**src/hdl/deq_pkg.sv**
```systemverilog
// Shared types, constants and helpers of the double-ended queue.
`default_nettype none

package deq_pkg;

   localparam int CAPACITY   = 1024;
   localparam int DATA_WIDTH = 32;

   localparam int ADDR_W  = $clog2(CAPACITY);
   localparam int COUNT_W = $clog2(CAPACITY + 1);

   // fixed field widths of the item formats
   localparam int OP_FIELD_W    = 3;
   localparam int VALUE_FIELD_W = 32;
   localparam int POS_FIELD_W   = 10;
   localparam int COUNT_FIELD_W = 11;
   localparam int STAT_FIELD_W  = 2;

   // wide enough for a ring index plus a count or a position, no overflow
   localparam int SUM_W = ((COUNT_W > POS_FIELD_W) ? COUNT_W : POS_FIELD_W) + 1;

   typedef enum logic [OP_FIELD_W-1:0] {
      OP_PUSH_BACK  = 3'd0,
      OP_PUSH_FRONT = 3'd1,
      OP_POP_BACK   = 3'd2,
      OP_POP_FRONT  = 3'd3,
      OP_READ       = 3'd4
   } op_type;

   typedef enum logic [STAT_FIELD_W-1:0] {
      STAT_OK    = 2'd0,
      STAT_EMPTY = 2'd1,
      STAT_FULL  = 2'd2,
      STAT_RANGE = 2'd3
   } status_type;

   typedef struct packed {
      logic capture;
      logic execute;
      logic load;
   } deq_cmd_type;

   // ring index + offset, folded back once into the ring
   function automatic logic [ADDR_W-1:0] wrap_slot(input logic [SUM_W-1:0] v);
      logic [SUM_W-1:0] folded;
      folded = (v >= SUM_W'(CAPACITY)) ? v - SUM_W'(CAPACITY) : v;
      return folded[ADDR_W-1:0];
   endfunction

endpackage

`default_nettype wire

```
**src/hdl/deq_ctrl.sv**
```systemverilog
// Sequencer of the double-ended queue: handshakes and datapath commands.
`default_nettype none

module deq_ctrl (
   input  wire logic                clock,
   input  wire logic                reset,
   input  wire logic                req_tvalid,
   output logic                     req_tready,
   output logic                     rsp_tvalid,
   input  wire logic                rsp_tready,
   output deq_pkg::deq_cmd_type     cmd
);

   import deq_pkg::*;

   typedef enum logic [3:0] {
      ST_IDLE    = 4'b0001,
      ST_ACCESS  = 4'b0010,
      ST_LOAD    = 4'b0100,
      ST_RESPOND = 4'b1000
   } state_type;

   state_type state_ff, state_in;

   always_comb begin
      state_in    = state_ff;
      req_tready  = 1'b0;
      rsp_tvalid  = 1'b0;
      cmd         = '0;
      case (state_ff)
         ST_IDLE: begin
            req_tready  = 1'b1;
            cmd.capture = req_tvalid;
            if (req_tvalid) begin
               state_in = ST_ACCESS;
            end
         end
         ST_ACCESS: begin
            cmd.execute = 1'b1;
            state_in    = ST_LOAD;
         end
         ST_LOAD: begin
            cmd.load = 1'b1;
            state_in = ST_RESPOND;
         end
         ST_RESPOND: begin
            rsp_tvalid = 1'b1;
            if (rsp_tready) begin
               state_in = ST_IDLE;
            end
         end
         default: begin
            state_in = ST_IDLE;
         end
      endcase
   end

   always_ff @(posedge clock) begin
      if (reset) begin
         state_ff <= ST_IDLE;
      end else begin
         state_ff <= state_in;
      end
   end

endmodule

`default_nettype wire

```
**config.mk**
```make
export PLATFORM = sky130hd
export DESIGN_NAME = deq_ctrl
export DESIGN_NICKNAME = d
export VERILOG_FILES = /design/src/hdl/deq_pkg.sv /design/src/hdl/deq_ctrl.sv
export SDC_FILE = /design/constraint.sdc
export NUM_CORES = 1
export LEC_CHECK = 0
export BUFFER_PORTS_ARGS = -buffer_cell sky130_fd_sc_hd__buf_2
export CAP_MARGIN = 10
export CELL_PAD_IN_SITES_DETAIL_PLACEMENT = 1
export CELL_PAD_IN_SITES_GLOBAL_PLACEMENT = 1
export CORE_AREA = 2 2 39 41
export DETAILED_ROUTE_END_ITERATION = 10
export DIE_AREA = 0 0 41 43
export GPL_TIMING_DRIVEN = 0
export PLACE_DENSITY_LB_ADDON = 0.25
export SETUP_SLACK_MARGIN = 0.05
export SLEW_MARGIN = 10
export SYNTH_ARGS = -nofsm -noshare
export SYNTH_HDL_FRONTEND = slang
export SYNTH_SLANG_ARGS = --single-unit
```
**constraint.sdc**
```tcl
create_clock -name clock -period 2 [get_ports clock]
set_clock_uncertainty 0.2 [all_clocks]
set_input_delay 0.1 -clock clock [delete_from_list [all_inputs] [get_ports clock]]
set_output_delay 0.1 -clock clock [all_outputs]
set_load 0.1 [all_outputs]
```
==> impl_metrics.json <==
{
  "outcome": "complete, no violations",
  "drt_iter0_drc": 1,
  "min_path_type": "in -> reg",
  "power.density_nw_per_um2": 1057,
  "synth_xor_area_share_pct": 0,
  "design_area_um2": 375.4,
  "max_slew_margin_pct": 67.94,
  "rsz0062_at_grt": "no",
  "drv_slew": 0,
  "wirelength_um": 627,
  "ant_nets": 0,
  "cts_root_buf": "clkbuf_4",
  "grt-busiest-layer": "met2",
  "syn_area_per_cell_um2": 8.944,
  "wl_per_cell_um": 11.40,
  "antenna_cells": 0,
  "die_area_um2": 1763,
  "nets": 45,
  "synth_compound_area_share_pct": 17.10,
  "dpl_worst_slack_ns": 0.2166,
  "dp.final_hpwl_um": 479.7,
  "yosysTopAreaCell": "dfxtp_1",
  "cp-end-kind": "primary output",
  "r2r_start": "state_ff[3]",
  "start_kind": "register",
  "drt_drc_violations_left": 0,
  "endpoint": "cmd[2]",
  "fp-row-count": 14,
  "ys_warn_count": 0,
  "coreArea_um2": 1384,
  "placed_area_um2": 334.1,
  "gp_congestion": 0.7010,
  "fp.dieH_um": 43,
  "fillerInstances": 173,
  "cts.clk_slew.worst_paths_ns": 0.04,
  "cts_buffers": 3,
  "power_uw": 396.9,
  "maxCapViolations": 0,
  "ys_seq_area_share_pct": 33.16,
  "largest_reg_flops": 4,
  "die_x_um": 41,
  "synth_top_area_share_pct": 33.16,
  "met1_usage_pct": 9.968,
  "ys_top_cells_by_area": "dfxtp_1 (33%), or3b_1 (11%), nor4b_1 (7.3%), nor4b_2 (6.2%), inv_1 (4.7%)",
  "htreeDepth": 1,
  "synth_top_family_by_area": "simple AND/OR/NAND/NOR gates",
  "setup_viol": 0,
  "muxShareOfSynthArea_pct": 0,
  "final_hold_viol_count": 0,
  "reg.largest.list": "state_ff (4)",
  "finalSetupTns_ns": 0,
  "overflow": 0,
  "synth_fa_ha_area_share_pct": 0,
  "portBuffers": 8,
  "final_util_pct": 27.12,
  "cp.arrival_ns": 1.56,
  "area_delta_synth_final_pct": 55.44,
  "drtPass1Iterations": 2,
  "tightestPinTransition_ns": 0.4842,
  "worstSkewPairLatency_ns": 0.24,
  "start_util_pct": 17.45,
  "met3_usage_pct": 9.424,
  "grt_pass1_vias": 249,
  "final_common_cell": "buf_2",
  "netlist_instances": 27,
  "p_leak_uw": 0.0001685,
  "synth.distinct_cells": 18,
  "ios": 9,
  "finalWorstSetupSlack_ns": 0.1435,
  "synth-simple-area-share_pct": 39.90,
  "peakVddDrop_mv": 0.3449,
  "cts_max_path_buffers": 2,
  "crit_required_ns": 1.70,
  "syn_nets": 31,
  "holdPathStages": 4,
  "via_count": 251,
  "viasPerCell": 4.564,
  "gr-usage-met2_pct": 13.13,
  "grt_pass1_wl_mm": 1.035,
  "finalCriticalPeriod_ns": 1.857,
  "worstPathMaxFanout": 8,
  "r2r-end": "state_ff[0]",
  "drive_gt1_share_pct": 53.85,
  "ys_ff_latch": 4,
  "grt.total_usage_pct": 9.438,
  "finalCritPeriodShare_pct": 92.83,
  "critical_path.startpoint": "state_ff[2]",
  "r2r_cells": 3,
  "syn_area_um2": 241.5,
  "worstSetupPathType": "reg -> out",
  "regMostFlops": "state_ff",
  "cts_sinks": 4,
  "cts_tree": "built",
  "final_cell_mix": "buf_2 (7), or3b_1 (3), inv_1 (3), clkbuf_4 (3), dfxtp_2 (3)",
  "grt_antenna_before_repair": 0,
  "fmax_mhz": 538.6,
  "r2r_slack_ns": 0.52,
  "grt_max_degree": 11
}
-- Yosys cell counts --
library cell  n
inv_1         3
o21a_1        1
nor4b_2       1
and2_1        1
nor2b_1       1
dfxtp_1       4
nand2b_1      1
o211a_1       1
nor4b_1       2
o21ai_1       1
nor4_1        1
a311oi_1      1
nor3b_1       1
a21oi_1       2
buf_2         1
buf_4         1
nor3_1        1
or3b_1        3
-- area by class of cell --
cell class	instances	area (um2)	share of cell area, %
buffer	2	18.77	5.000
clock buffer	3	22.52	6.000
inverter	3	11.26	3.000
multi-input combinational	18	166.4	44.33
sequential	4	83.83	22.33
tap	16	20.02	5.333
timing repair buffer	9	52.55	14.00
-- critical path, stage by stage (launching register included) --
cell and delay [ns]:
dfxtp_1 0.41, nor4b_4 0.30, and2_4 0.19, buf_2 0.41
-- kinds of logic after synthesis --
family / Yosys count
DFF: 4
AOI/OAI and AO/OA: 6
and+or+nand+nor: 12
buffers and inverters: 5
-- report_power, final --
group	internal (uW)	switching (uW)
sequential	91.5	14.9
clock	67.5	38.4
combinational	56.0	129
-- worst min-delay path by stage --
stage	slack (ns)	start	endpoint
after floorplan	-0.04	reset	state_ff[1]
after global placement	0.09	reset	state_ff[1]
after detailed placement	0.1	reset	state_ff[1]
after CTS	0.01	req_tvalid	state_ff[0]
after global routing	0.02	req_tvalid	state_ff[0]
final	0.01	req_tvalid	state_ff[0]
-- routing by layer --
metal	part of all wire [%]	vias up
li1	-	124
met1	41	120
met2	50	7
met3	8.3	0
met4	0	0
met5	0	-
-- through the flow --
stage,hold slack (ns),std cells
6_report,0.01241,55
2_1_floorplan,-0.03580,27
4_1_cts,0.01128,55
5_1_grt,0.02417,55
3_5_place_dp,0.09703,51
3_3_place_gp,0.09208,51
-- timing repair --
item                                    CTS  global route
hold buffers                              1             0
endpoints found under the hold margin     4             0
setup buffers                             0             0
endpoints found under the setup margin    1             1
resized for setup                         1             1
No activity file was read; power rests on OpenSTA's default activity.
